File: config.mk
export PLATFORM = sky130hd
export DESIGN_NAME = motion_command_priority_arbiter_flat
export DESIGN_NICKNAME = d
export VERILOG_FILES = /design/src/hdl/mcpa_pkg.sv /design/src/hdl/mcpa_if.sv /design/src/hdl/mcpa_regs.sv /design/src/hdl/mcpa_core.sv /design/src/hdl/motion_command_priority_arbiter.sv /design/src/flat_wrapper.sv
export VERILOG_INCLUDE_DIRS = /design/src /design/src/hdl
export SDC_FILE = /design/constraint.sdc
export NUM_CORES = 1
export LEC_CHECK = 0
export BUFFER_PORTS_ARGS = -buffer_cell sky130_fd_sc_hd__buf_2
export CAP_MARGIN = 5
export CORE_MARGIN = 8
export CORE_UTILIZATION = 40
export DETAILED_ROUTE_END_ITERATION = 8
export GPL_TIMING_DRIVEN = 0
export PLACE_DENSITY = 0.65
export SYNTH_ARGS = -nofsm -noshare
export SYNTH_HDL_FRONTEND = slang
export SYNTH_SLANG_ARGS = --single-unit
File: constraint.sdc
create_clock -name clk -period 5.35 [get_ports clk]
set_clock_uncertainty 0.15 [all_clocks]
set_input_delay 1.07 -clock clk [delete_from_list [all_inputs] [get_ports clk]]
set_output_delay 1.07 -clock clk [all_outputs]
set_load 0.02 [all_outputs]
File: src/hdl/assert_macros.svh
// Assertion macros shared by the RTL.
// No dependencies; included by files that carry assertions.
`ifndef ASSERT_MACROS_SVH
`define ASSERT_MACROS_SVH

// Implication checked on every rising edge, off while in reset.
`define ASSERT_IMPL(label, clk, rst_n, ante, cons, msg) \
    label: assert property (@(posedge clk) disable iff (!rst_n) (ante) |-> (cons)) \
        else $error(msg);

// Next-cycle implication, off while in reset.
`define ASSERT_NEXT(label, clk, rst_n, ante, cons, msg) \
    label: assert property (@(posedge clk) disable iff (!rst_n) (ante) |=> (cons)) \
        else $error(msg);

`endif

File: src/hdl/mcpa_pkg.sv
// Package for the motion command priority arbiter: types, codes, constants.
// No dependencies.
package mcpa_pkg;

    localparam logic LQR_ON_BOOT = 1'b0;

    localparam int PADDR_W = 4;
    localparam int PDATA_W = 32;

    typedef enum logic [1:0] {
        SRC_NONE    = 2'd0,
        SRC_RC      = 2'd1,
        SRC_AI      = 2'd2,
        SRC_CONSOLE = 2'd3
    } src_t;

    typedef enum logic {
        CMD_MOTION = 1'b0,
        CMD_TICK   = 1'b1
    } cmd_t;

    typedef enum logic [1:0] {
        REG_AI_ENABLE     = 2'd0,
        REG_RC_ENABLE     = 2'd1,
        REG_AI_TIMEOUT_MS = 2'd2,
        REG_RC_TIMEOUT_MS = 2'd3
    } reg_idx_t;

    localparam logic        AI_ENABLE_RST  = 1'b1;
    localparam logic        RC_ENABLE_RST  = 1'b0;
    localparam logic [15:0] TIMEOUT_RST    = 16'd500;

    typedef struct packed {
        logic        ai_enable;
        logic        rc_enable;
        logic [15:0] ai_timeout_ms;
        logic [15:0] rc_timeout_ms;
    } cfg_t;

    typedef struct packed {
        cmd_t               cmd;
        src_t               source;
        logic signed [15:0] vx_speed;
        logic signed [15:0] wz_rate;
        logic               brake_req;
        logic               estop_req;
        logic               fault_reset_req;
        logic               lqr_valid_in;
        logic               lqr_enable_in;
        logic [31:0]        time_ms;
    } in_word_t;

    typedef struct packed {
        logic signed [15:0] vx;
        logic signed [15:0] wz;
        logic               brake;
        logic               estop;
        logic               fault_reset;
        logic               lqr;
        src_t               source;
        logic [31:0]        stamp;
    } held_t;

    typedef struct packed {
        held_t cur;
        logic  accepted;
        logic  timed_out;
    } out_word_t;

endpackage

File: src/hdl/mcpa_if.sv
// Valid/ready channel interfaces for input and result words.
// No dependencies.
interface mcpa_in_if;
    logic               valid;
    logic               ready;
    logic               cmd;
    logic [1:0]         source_id;
    logic signed [15:0] vx_speed;
    logic signed [15:0] wz_rate;
    logic               brake_req;
    logic               estop_req;
    logic               fault_reset_req;
    logic               lqr_valid_in;
    logic               lqr_enable_in;
    logic [31:0]        time_ms;

    modport source (
        output valid, cmd, source_id, vx_speed, wz_rate, brake_req, estop_req,
               fault_reset_req, lqr_valid_in, lqr_enable_in, time_ms,
        input  ready
    );
    modport sink (
        input  valid, cmd, source_id, vx_speed, wz_rate, brake_req, estop_req,
               fault_reset_req, lqr_valid_in, lqr_enable_in, time_ms,
        output ready
    );
endinterface

interface mcpa_out_if;
    logic               valid;
    logic               ready;
    logic signed [15:0] cur_vx;
    logic signed [15:0] cur_wz;
    logic               cur_brake;
    logic               cur_estop;
    logic               cur_fault_reset;
    logic               cur_lqr_enable;
    logic [1:0]         cur_source;
    logic [31:0]        cur_stamp;
    logic               accepted;
    logic               timed_out;

    modport source (
        output valid, cur_vx, cur_wz, cur_brake, cur_estop, cur_fault_reset,
               cur_lqr_enable, cur_source, cur_stamp, accepted, timed_out,
        input  ready
    );
    modport sink (
        input  valid, cur_vx, cur_wz, cur_brake, cur_estop, cur_fault_reset,
               cur_lqr_enable, cur_source, cur_stamp, accepted, timed_out,
        output ready
    );
endinterface

File: src/hdl/mcpa_regs.sv
// APB configuration registers of the arbiter.
// Depends on mcpa_pkg.
module mcpa_regs
    import mcpa_pkg::*;
(
    input  logic               clk,
    input  logic               rst_n,
    input  logic               psel,
    input  logic               penable,
    input  logic               pwrite,
    input  logic [PADDR_W-1:0] paddr,
    input  logic [PDATA_W-1:0] pwdata,
    output logic [PDATA_W-1:0] prdata,
    output logic               pready,
    output cfg_t               cfg
);

    cfg_t     cfg_reg;
    cfg_t     cfg_next;
    reg_idx_t idx;
    logic     wr_en;

    assign idx    = reg_idx_t'(paddr[3:2]);
    assign wr_en  = psel && penable && pwrite;
    assign pready = 1'b1;
    assign cfg    = cfg_reg;

    always_comb
    begin
        cfg_next = cfg_reg;
        if (wr_en)
        begin
            unique case (idx)
                REG_AI_ENABLE:     cfg_next.ai_enable     = pwdata[0];
                REG_RC_ENABLE:     cfg_next.rc_enable     = pwdata[0];
                REG_AI_TIMEOUT_MS: cfg_next.ai_timeout_ms = pwdata[15:0];
                REG_RC_TIMEOUT_MS: cfg_next.rc_timeout_ms = pwdata[15:0];
                default:           cfg_next = cfg_reg;
            endcase
        end
    end

    always_comb
    begin
        unique case (idx)
            REG_AI_ENABLE:     prdata = {{(PDATA_W-1){1'b0}}, cfg_reg.ai_enable};
            REG_RC_ENABLE:     prdata = {{(PDATA_W-1){1'b0}}, cfg_reg.rc_enable};
            REG_AI_TIMEOUT_MS: prdata = {{(PDATA_W-16){1'b0}}, cfg_reg.ai_timeout_ms};
            REG_RC_TIMEOUT_MS: prdata = {{(PDATA_W-16){1'b0}}, cfg_reg.rc_timeout_ms};
            default:           prdata = '0;
        endcase
    end

    always_ff @(posedge clk or negedge rst_n)
    begin
        if (!rst_n)
        begin
            cfg_reg.ai_enable     <= AI_ENABLE_RST;
            cfg_reg.rc_enable     <= RC_ENABLE_RST;
            cfg_reg.ai_timeout_ms <= TIMEOUT_RST;
            cfg_reg.rc_timeout_ms <= TIMEOUT_RST;
        end
        else
        begin
            cfg_reg <= cfg_next;
        end
    end

endmodule

File: src/hdl/mcpa_core.sv
// Arbitration core: held command, per-source stamps, accept and timeout logic.
// Depends on mcpa_pkg.
module mcpa_core
    import mcpa_pkg::*;
(
    input  logic      clk,
    input  logic      rst_n,
    input  cfg_t      cfg,
    input  in_word_t  item,
    input  logic      advance,
    output out_word_t result
);

    held_t       held_reg;
    held_t       held_next;
    logic [31:0] ai_last_reg;
    logic [31:0] ai_last_next;
    logic [31:0] rc_last_reg;
    logic [31:0] rc_last_next;

    logic        src_disabled;
    logic        outranks;
    logic [31:0] ai_elapsed;
    logic [31:0] rc_elapsed;
    logic        ai_expired;
    logic        rc_expired;
    logic        accepted;
    logic        timed_out;

    assign src_disabled = (item.source == SRC_AI && !cfg.ai_enable) ||
                          (item.source == SRC_RC && !cfg.rc_enable);
    assign outranks     = (item.source >= held_reg.source) || (item.source == SRC_CONSOLE);

    // wrapping elapsed time
    assign ai_elapsed = item.time_ms - ai_last_reg;
    assign rc_elapsed = item.time_ms - rc_last_reg;
    assign ai_expired = (held_reg.source == SRC_AI) &&
                        (ai_elapsed > {16'd0, cfg.ai_timeout_ms});
    assign rc_expired = (held_reg.source == SRC_RC) &&
                        (rc_elapsed > {16'd0, cfg.rc_timeout_ms});

    always_comb
    begin
        held_next    = held_reg;
        ai_last_next = ai_last_reg;
        rc_last_next = rc_last_reg;
        accepted     = 1'b0;
        timed_out    = 1'b0;
        unique case (item.cmd)
            CMD_MOTION:
            begin
                if (item.estop_req)
                begin
                    held_next.vx          = '0;
                    held_next.wz          = '0;
                    held_next.brake       = 1'b1;
                    held_next.estop       = 1'b1;
                    held_next.fault_reset = item.fault_reset_req;
                    held_next.lqr         = item.lqr_enable_in;
                    held_next.source      = item.source;
                    held_next.stamp       = item.time_ms;
                    accepted              = 1'b1;
                end
                else if (!src_disabled && outranks)
                begin
                    held_next.vx          = item.vx_speed;
                    held_next.wz          = item.wz_rate;
                    held_next.brake       = item.brake_req;
                    held_next.estop       = 1'b0;
                    held_next.fault_reset = item.fault_reset_req;
                    held_next.source      = item.source;
                    held_next.stamp       = item.time_ms;
                    if (item.lqr_valid_in)
                    begin
                        held_next.lqr = item.lqr_enable_in;
                    end
                    if (item.source == SRC_AI)
                    begin
                        ai_last_next = item.time_ms;
                    end
                    if (item.source == SRC_RC)
                    begin
                        rc_last_next = item.time_ms;
                    end
                    accepted = 1'b1;
                end
            end
            CMD_TICK:
            begin
                if (ai_expired || rc_expired)
                begin
                    held_next.vx     = '0;
                    held_next.wz     = '0;
                    held_next.brake  = 1'b1;
                    held_next.source = SRC_NONE;
                    timed_out        = 1'b1;
                end
            end
            default:
            begin
                held_next = held_reg;
            end
        endcase
    end

    assign result.cur       = held_next;
    assign result.accepted  = accepted;
    assign result.timed_out = timed_out;

    always_ff @(posedge clk or negedge rst_n)
    begin
        if (!rst_n)
        begin
            held_reg.vx          <= '0;
            held_reg.wz          <= '0;
            held_reg.brake       <= 1'b0;
            held_reg.estop       <= 1'b0;
            held_reg.fault_reset <= 1'b0;
            held_reg.lqr         <= LQR_ON_BOOT;
            held_reg.source      <= SRC_NONE;
            held_reg.stamp       <= '0;
            ai_last_reg          <= '0;
            rc_last_reg          <= '0;
        end
        else if (advance)
        begin
            held_reg    <= held_next;
            ai_last_reg <= ai_last_next;
            rc_last_reg <= rc_last_next;
        end
    end

endmodule

File: src/hdl/motion_command_priority_arbiter.sv
// Motion command priority arbiter, top level.
// Throughput: one word per cycle; input register, one pass of arbitration
// logic, result register. Stalls only when the result register is held.
// Reset (rst_n low, asynchronous): pipeline empty, no command held, source
// none, registers at their reset values.
`include "assert_macros.svh"

module motion_command_priority_arbiter
    import mcpa_pkg::*;
(
    input  logic               clk,
    input  logic               rst_n,
    mcpa_in_if.sink            in_ch,
    mcpa_out_if.source         out_ch,
    input  logic               psel,
    input  logic               penable,
    input  logic               pwrite,
    input  logic [PADDR_W-1:0] paddr,
    input  logic [PDATA_W-1:0] pwdata,
    output logic [PDATA_W-1:0] prdata,
    output logic               pready
);

    cfg_t      cfg;
    in_word_t  in_word;
    in_word_t  s1_word_reg;
    logic      s1_valid_reg;
    logic      s1_valid_next;
    out_word_t result;
    out_word_t out_word_reg;
    logic      out_valid_reg;
    logic      out_valid_next;
    logic      advance;
    logic      in_take;

    mcpa_regs u_regs (
        .clk     (clk),
        .rst_n   (rst_n),
        .psel    (psel),
        .penable (penable),
        .pwrite  (pwrite),
        .paddr   (paddr),
        .pwdata  (pwdata),
        .prdata  (prdata),
        .pready  (pready),
        .cfg     (cfg)
    );

    mcpa_core u_core (
        .clk     (clk),
        .rst_n   (rst_n),
        .cfg     (cfg),
        .item    (s1_word_reg),
        .advance (advance),
        .result  (result)
    );

    assign in_word.cmd             = cmd_t'(in_ch.cmd);
    assign in_word.source          = src_t'(in_ch.source_id);
    assign in_word.vx_speed        = in_ch.vx_speed;
    assign in_word.wz_rate         = in_ch.wz_rate;
    assign in_word.brake_req       = in_ch.brake_req;
    assign in_word.estop_req       = in_ch.estop_req;
    assign in_word.fault_reset_req = in_ch.fault_reset_req;
    assign in_word.lqr_valid_in    = in_ch.lqr_valid_in;
    assign in_word.lqr_enable_in   = in_ch.lqr_enable_in;
    assign in_word.time_ms         = in_ch.time_ms;

    assign advance     = s1_valid_reg && (!out_valid_reg || out_ch.ready);
    assign in_ch.ready = !s1_valid_reg || advance;
    assign in_take     = in_ch.valid && in_ch.ready;

    always_comb
    begin
        s1_valid_next = s1_valid_reg;
        if (in_take)
        begin
            s1_valid_next = 1'b1;
        end
        else if (advance)
        begin
            s1_valid_next = 1'b0;
        end
    end

    always_comb
    begin
        out_valid_next = out_valid_reg;
        if (advance)
        begin
            out_valid_next = 1'b1;
        end
        else if (out_ch.ready)
        begin
            out_valid_next = 1'b0;
        end
    end

    always_ff @(posedge clk or negedge rst_n)
    begin
        if (!rst_n)
        begin
            s1_valid_reg  <= 1'b0;
            out_valid_reg <= 1'b0;
        end
        else
        begin
            s1_valid_reg  <= s1_valid_next;
            out_valid_reg <= out_valid_next;
        end
    end

    always_ff @(posedge clk)
    begin
        if (in_take)
        begin
            s1_word_reg <= in_word;
        end
        if (advance)
        begin
            out_word_reg <= result;
        end
    end

    assign out_ch.valid           = out_valid_reg;
    assign out_ch.cur_vx          = out_word_reg.cur.vx;
    assign out_ch.cur_wz          = out_word_reg.cur.wz;
    assign out_ch.cur_brake       = out_word_reg.cur.brake;
    assign out_ch.cur_estop       = out_word_reg.cur.estop;
    assign out_ch.cur_fault_reset = out_word_reg.cur.fault_reset;
    assign out_ch.cur_lqr_enable  = out_word_reg.cur.lqr;
    assign out_ch.cur_source      = out_word_reg.cur.source;
    assign out_ch.cur_stamp       = out_word_reg.cur.stamp;
    assign out_ch.accepted        = out_word_reg.accepted;
    assign out_ch.timed_out       = out_word_reg.timed_out;

    `ASSERT_IMPL(a_flags_exclusive, clk, rst_n, out_valid_reg, !(out_word_reg.accepted && out_word_reg.timed_out), "accepted and timed_out both set")
    `ASSERT_IMPL(a_timeout_stops, clk, rst_n, out_valid_reg && out_word_reg.timed_out, out_word_reg.cur.brake && out_word_reg.cur.vx == '0 && out_word_reg.cur.wz == '0 && out_word_reg.cur.source == SRC_NONE, "timeout did not force a stop")
    `ASSERT_IMPL(a_estop_braked, clk, rst_n, out_valid_reg && out_word_reg.cur.estop, out_word_reg.cur.brake && out_word_reg.cur.vx == '0 && out_word_reg.cur.wz == '0, "estop held without brake and zero speed")
    `ASSERT_NEXT(a_s1_holds, clk, rst_n, s1_valid_reg && !advance, s1_valid_reg, "stalled word lost from input register")

endmodule

File: src/flat_wrapper.sv
// flat-port wrapper written by rule: the top's interface ports become plain ports
module motion_command_priority_arbiter_flat import mcpa_pkg::*;
  (clk, rst_n, psel, penable, pwrite, paddr, pwdata, prdata, pready, in_ch_valid, in_ch_cmd, in_ch_source_id, in_ch_vx_speed, in_ch_wz_rate, in_ch_brake_req, in_ch_estop_req, in_ch_fault_reset_req, in_ch_lqr_valid_in, in_ch_lqr_enable_in, in_ch_time_ms, in_ch_ready, out_ch_valid, out_ch_cur_vx, out_ch_cur_wz, out_ch_cur_brake, out_ch_cur_estop, out_ch_cur_fault_reset, out_ch_cur_lqr_enable, out_ch_cur_source, out_ch_cur_stamp, out_ch_accepted, out_ch_timed_out, out_ch_ready);
  mcpa_in_if in_ch_i ();
  mcpa_out_if out_ch_i ();
  input  logic clk;
  input  logic rst_n;
  input  logic psel;
  input  logic penable;
  input  logic pwrite;
  input  logic [PADDR_W-1:0] paddr;
  input  logic [PDATA_W-1:0] pwdata;
  output logic [PDATA_W-1:0] prdata;
  output logic pready;
  input wire logic [$bits(in_ch_i.valid)-1:0] in_ch_valid;
  input wire logic [$bits(in_ch_i.cmd)-1:0] in_ch_cmd;
  input wire logic [$bits(in_ch_i.source_id)-1:0] in_ch_source_id;
  input wire logic [$bits(in_ch_i.vx_speed)-1:0] in_ch_vx_speed;
  input wire logic [$bits(in_ch_i.wz_rate)-1:0] in_ch_wz_rate;
  input wire logic [$bits(in_ch_i.brake_req)-1:0] in_ch_brake_req;
  input wire logic [$bits(in_ch_i.estop_req)-1:0] in_ch_estop_req;
  input wire logic [$bits(in_ch_i.fault_reset_req)-1:0] in_ch_fault_reset_req;
  input wire logic [$bits(in_ch_i.lqr_valid_in)-1:0] in_ch_lqr_valid_in;
  input wire logic [$bits(in_ch_i.lqr_enable_in)-1:0] in_ch_lqr_enable_in;
  input wire logic [$bits(in_ch_i.time_ms)-1:0] in_ch_time_ms;
  output wire logic [$bits(in_ch_i.ready)-1:0] in_ch_ready;
  output wire logic [$bits(out_ch_i.valid)-1:0] out_ch_valid;
  output wire logic [$bits(out_ch_i.cur_vx)-1:0] out_ch_cur_vx;
  output wire logic [$bits(out_ch_i.cur_wz)-1:0] out_ch_cur_wz;
  output wire logic [$bits(out_ch_i.cur_brake)-1:0] out_ch_cur_brake;
  output wire logic [$bits(out_ch_i.cur_estop)-1:0] out_ch_cur_estop;
  output wire logic [$bits(out_ch_i.cur_fault_reset)-1:0] out_ch_cur_fault_reset;
  output wire logic [$bits(out_ch_i.cur_lqr_enable)-1:0] out_ch_cur_lqr_enable;
  output wire logic [$bits(out_ch_i.cur_source)-1:0] out_ch_cur_source;
  output wire logic [$bits(out_ch_i.cur_stamp)-1:0] out_ch_cur_stamp;
  output wire logic [$bits(out_ch_i.accepted)-1:0] out_ch_accepted;
  output wire logic [$bits(out_ch_i.timed_out)-1:0] out_ch_timed_out;
  input wire logic [$bits(out_ch_i.ready)-1:0] out_ch_ready;
  assign in_ch_i.valid = in_ch_valid;
  assign in_ch_i.cmd = in_ch_cmd;
  assign in_ch_i.source_id = in_ch_source_id;
  assign in_ch_i.vx_speed = in_ch_vx_speed;
  assign in_ch_i.wz_rate = in_ch_wz_rate;
  assign in_ch_i.brake_req = in_ch_brake_req;
  assign in_ch_i.estop_req = in_ch_estop_req;
  assign in_ch_i.fault_reset_req = in_ch_fault_reset_req;
  assign in_ch_i.lqr_valid_in = in_ch_lqr_valid_in;
  assign in_ch_i.lqr_enable_in = in_ch_lqr_enable_in;
  assign in_ch_i.time_ms = in_ch_time_ms;
  assign in_ch_ready = in_ch_i.ready;
  assign out_ch_valid = out_ch_i.valid;
  assign out_ch_cur_vx = out_ch_i.cur_vx;
  assign out_ch_cur_wz = out_ch_i.cur_wz;
  assign out_ch_cur_brake = out_ch_i.cur_brake;
  assign out_ch_cur_estop = out_ch_i.cur_estop;
  assign out_ch_cur_fault_reset = out_ch_i.cur_fault_reset;
  assign out_ch_cur_lqr_enable = out_ch_i.cur_lqr_enable;
  assign out_ch_cur_source = out_ch_i.cur_source;
  assign out_ch_cur_stamp = out_ch_i.cur_stamp;
  assign out_ch_accepted = out_ch_i.accepted;
  assign out_ch_timed_out = out_ch_i.timed_out;
  assign out_ch_i.ready = out_ch_ready;
  motion_command_priority_arbiter u_core (.clk(clk), .rst_n(rst_n), .in_ch(in_ch_i), .out_ch(out_ch_i), .psel(psel), .penable(penable), .pwrite(pwrite), .paddr(paddr), .pwdata(pwdata), .prdata(prdata), .pready(pready));
endmodule
==> key figures <==
Layout
  – Post-Route Utilization: 48.8%
  – Commonest non-fill, non-tap cell in the layout: nand2_1
  – Layout Nets: 2100
  – Area of all placed cells without fillers: 20400 um2
  – Share of layout cells above drive strength 1: 23.1%
  – Largest register FFs: 72
  – Synth-to-Final Area Change: 20.8%
  – Layout filler cell count: 3876
  – Most frequent cells in the layout: 243 x nand2_1, 196 x buf_2, 157 x dfrtp_1, 144 x edfxtp_1, 122 x inv_1

Synthesis
  – EDFF count, synth: 144
  – Seq/Total Area, Yosys: 50.9%
  – Synthesized area: 16900 um2
  – Synthesized instance count: 1614
  – Post-Synth XOR/XNOR Area: 1.97%
  – Largest family of logic cells by synthesized area: compound AO/OA/AOI/OAI gates
  – Synth Flop Type: dfrtp_1
  – Synthesized flop and latch total: 314
  – Post-synthesis compound-gate area fraction: 16.0%
  – Synth Area in Simple Gates: 12.6%
  – Share of synthesized area spent on multiplexers: 6.12%
  – Synth Area per Inst: 10.5 um2
  – Post-synth ARST share: 54.1%
  – Yosys cell types: 78
  – Synth Area in Adders: 7.35%
  – Yosys Warn Count: 0

Global routing
  – Largest net degree at the start of global routing: 99
  – First-pass GRT wire length: 71100 um
  – Gr usage total: 17.8%
  – Global-route congestion overflow total: 0
  – Vias in the first global route: 13.0k
  – Initial antenna violation count: 3

Timing
  – Minimum clock period after layout: 5.25 ns
  – Hold slack: 0.322 ns
  – Setup violators final: 0
  – Max Transition Viols Final: 0
  – Fmax: 0.190 GHz
  – Total Neg Setup Slack: 0 ns
  – Final period utilization: 98.1%
  – Unrepaired setup endpoints after global routing: yes
  – Hold Violations, Final: 0
  – Worst slew pin tran: 0.915 ns
  – Slew headroom: 38.5%

CTS
  – Clk slew on worst S/H paths: 0.06 ns
  – CTS Root Cell: clkbuf_16
  – TritonCTS sink count: 314
  – Maximum buffer depth of the clock tree: 3
  – # H-tree levels: 2
  – Hold_buf cts: 0
  – Worst skew pair latency: 0.53 ns
  – CTS buffer count: 35
  – CTS tree: yes

Critical path
  – Worst r2r src: u_core.s1_word_reg[0]$_DFFE_PP_
  – Largest stage delay, worst path: 0.48 ns
  – Most repeated library cell on the critical path: nor2_2
  – Critical Path RT: 5.49 ns
  – R2R cell count: 24
  – Reg2Reg Setup Slack: 0.10 ns
  – Cells along the critical path: inv_2, ha_4, fa_2, nor2b_2, o211a_1, nor2_2, nor2_2, a31o_2, a221o_1, xor2_1, ha_1, nand4_1, nor3_2, a21boi_1, o31a_1, nor4_2, nand3_1, and4b_1, a311oi_4, buf_4, nor3_4, buf_6, clkbuf_16, a22o_1
  – Largest fanout on the critical path: 7
  – Setup crit start kind: flop
  – Crit Path Class: reg -> reg
  – CP max-delay cell: edfxtp_1
  – CP Data Arrival Time: 5.39 ns
  – CP Capture Type: flop
  – RR Endpoint: u_core.out_ch.cur_vx[8]$_DFFE_PP_

Detailed routing
  – Initial drt markers: 920
  – Vias: 13.2k
  – Drt wl/cell: 18.7 um
  – Routed vias/inst: 5.36
  – Drc violations: 0
  – Antenna viol nets, final: 0
  – Total Wirelength: 45900 um
  – Pre-antenna DRT Iters: 6

Power
  – P_leak: 9.04 nW
  – Power Total: 0.0107 W
  – PwrDens: 523 nW/um2
  – Worst VDD drop: 414 uV

Placement
  – IO buf count: 186
  – HPWL Detailed: 34000 um
  – RD Place Congestion: 0.867
  – Area after DPL: 18700 um2

Worst hold path
  – Hold crit path type: reg -> reg
  – Hold path cells: 2
  – Hold path startpoint: u_core.u_core.held_reg[20]$_DFFE_PN0P_
  – Worst Hold Endpoint: u_core.u_core.held_reg[20]$_DFFE_PN0P_

Floorplanning
  – Die Ht: 222 um
  – Num ports: 222
  – Die W: 222 um
  – Core Rows: 75
  – Initial Utilization: 40.4%
  – Die area: 49100 um2
  – Core footprint: 41900 um2

Flow run
  – Max-cap violation count: 0

Outcome
  – Status: complete, no violations
[routing by layer]
layer  track usage (%)  wire length, um  vias up
met5                 0               22        -
met4              3.76              740        4
met3              3.19             2200       49
met2              30.2            22200      289
met1              23.6            20700     6497
li1                  -                -     6315
[worst max-delay path by stage]
stage / start / to / slack (ns) / depth (start not counted)
2_1_floorplan: u_core.s1_word_reg[4]$_DFFE_PP_ / u_core.out_ch.cur_brake$_DFFE_PP_ / 0.66 / 19
3_3_place_gp: out_ch_ready / u_core.out_ch.cur_stamp[25]$_DFFE_PP_ / -0.81 / 6
3_5_place_dp: u_core.s1_word_reg[4]$_DFFE_PP_ / u_core.out_ch.cur_brake$_DFFE_PP_ / -0.45 / 19
4_1_cts: u_core.s1_word_reg[7]$_DFFE_PP_ / u_core.out_ch.cur_brake$_DFFE_PP_ / 0.001 / 20
5_1_grt: u_core.s1_word_reg[0]$_DFFE_PP_ / u_core.u_core.held_reg[43]$_DFFE_PN0P_ / -0.10 / 24
6_report: u_core.s1_word_reg[0]$_DFFE_PP_ / u_core.out_ch.cur_vx[8]$_DFFE_PP_ / 0.10 / 24
[cell usage after synthesis, types with 4 or more instances]
| master | n | area (um2) |
|---|---|---|
| a211o_1 | 9 | 78.8 |
| a211oi_1 | 14 | 105 |
| a21o_1 | 15 | 113 |
| a21oi_1 | 86 | 430 |
| a22o_1 | 65 | 569 |
| a311oi_1 | 4 | 35.0 |
| a31oi_1 | 8 | 50.1 |
| and2_1 | 9 | 56.3 |
| and3_1 | 7 | 43.8 |
| and4_1 | 5 | 43.8 |
| buf_1 | 5 | 18.8 |
| buf_2 | 13 | 65.1 |
| buf_4 | 17 | 128 |
| clkbuf_1 | 42 | 158 |
| dfrtp_1 | 157 | 3930 |
| dfstp_2 | 13 | 342 |
| edfxtp_1 | 144 | 4320 |
| ha_1 | 96 | 1200 |
| inv_1 | 124 | 465 |
| mux2_2 | 72 | 811 |
| mux2i_1 | 20 | 200 |
| nand2_1 | 243 | 912 |
| nand2b_1 | 15 | 93.8 |
| nand3_1 | 24 | 120 |
| nand4_1 | 19 | 119 |
| nor2_1 | 64 | 240 |
| nor2b_1 | 24 | 150 |
| nor3_1 | 21 | 105 |
| nor3b_1 | 5 | 37.5 |
| o2111ai_1 | 4 | 35.0 |
| o211ai_1 | 8 | 60.1 |
| o21a_1 | 14 | 105 |
| o21ai_0 | 108 | 541 |
| o21ai_1 | 16 | 80.1 |
| o21bai_1 | 7 | 52.6 |
| o22ai_1 | 8 | 50.1 |
| or3_1 | 8 | 50.1 |
| xnor2_1 | 19 | 166 |
| xor2_1 | 19 | 166 |
[layout make-up]
class                           count  area, um2  area share (%)
Antenna cell                        1       2.50          0.0123
Buffer                             79        430            2.11
Clock buffer                       51       1030            5.03
Clock inverter                     13        134           0.656
Inverter                          124        465            2.28
Multi-Input combinational cell   1111       7740            37.9
Sequential cell                   314       8590            42.1
Tap cell                          539        674            3.30
Timing Repair Buffer              222       1340            6.57
[cells by family after synthesis]
logic type                 count (synthesis)
muxes                                     93
adders and majority gates                 98
and+or+nand+nor                          461
buffers and inverters                    204
xor gates and xnor gates                  38
other                                      2
DFF                                      314
AOI/OAI and AO/OA                        404
[report_power, final]
group | total (W) | switching (W) | internal, W
registers | 0.00342 | 0.000275 | 0.00314
logic | 0.00485 | 0.00287 | 0.00198
clock network | 0.00240 | 0.000999 | 0.00140
total | 0.0107 | 0.00414 | 0.00653
[critical path: cells and delay by family (launching register included)]
family	cells	cell delay (ns)
AOI/OAI and AO/OA	7	1.84
xor gates and xnor gates	1	0.18
DFF	1	0.48
buffers and inverters	4	0.66
adders and majority gates	3	0.65
and+or+nand+nor	9	1.03
[repair_timing]
action,4_1_cts,5_1_grt
setup buffers,10,18
cloned,0,3
setup endpoints to repair,68,66
resized for setup,13,51
pin swaps,2,27
[through the flow]
| step | instances | worst slack, ns |
|---|---|---|
| 6_report | 2454 | 0.100 |
| 5_1_grt | 2453 | -0.102 |
| 4_1_cts | 2433 | 0.00105 |
| 3_5_place_dp | 2359 | -0.450 |
| 3_3_place_gp | 2354 | -0.809 |
| 2_1_floorplan | 1629 | 0.665 |
Note: power is estimated with default switching activity, not from simulation.
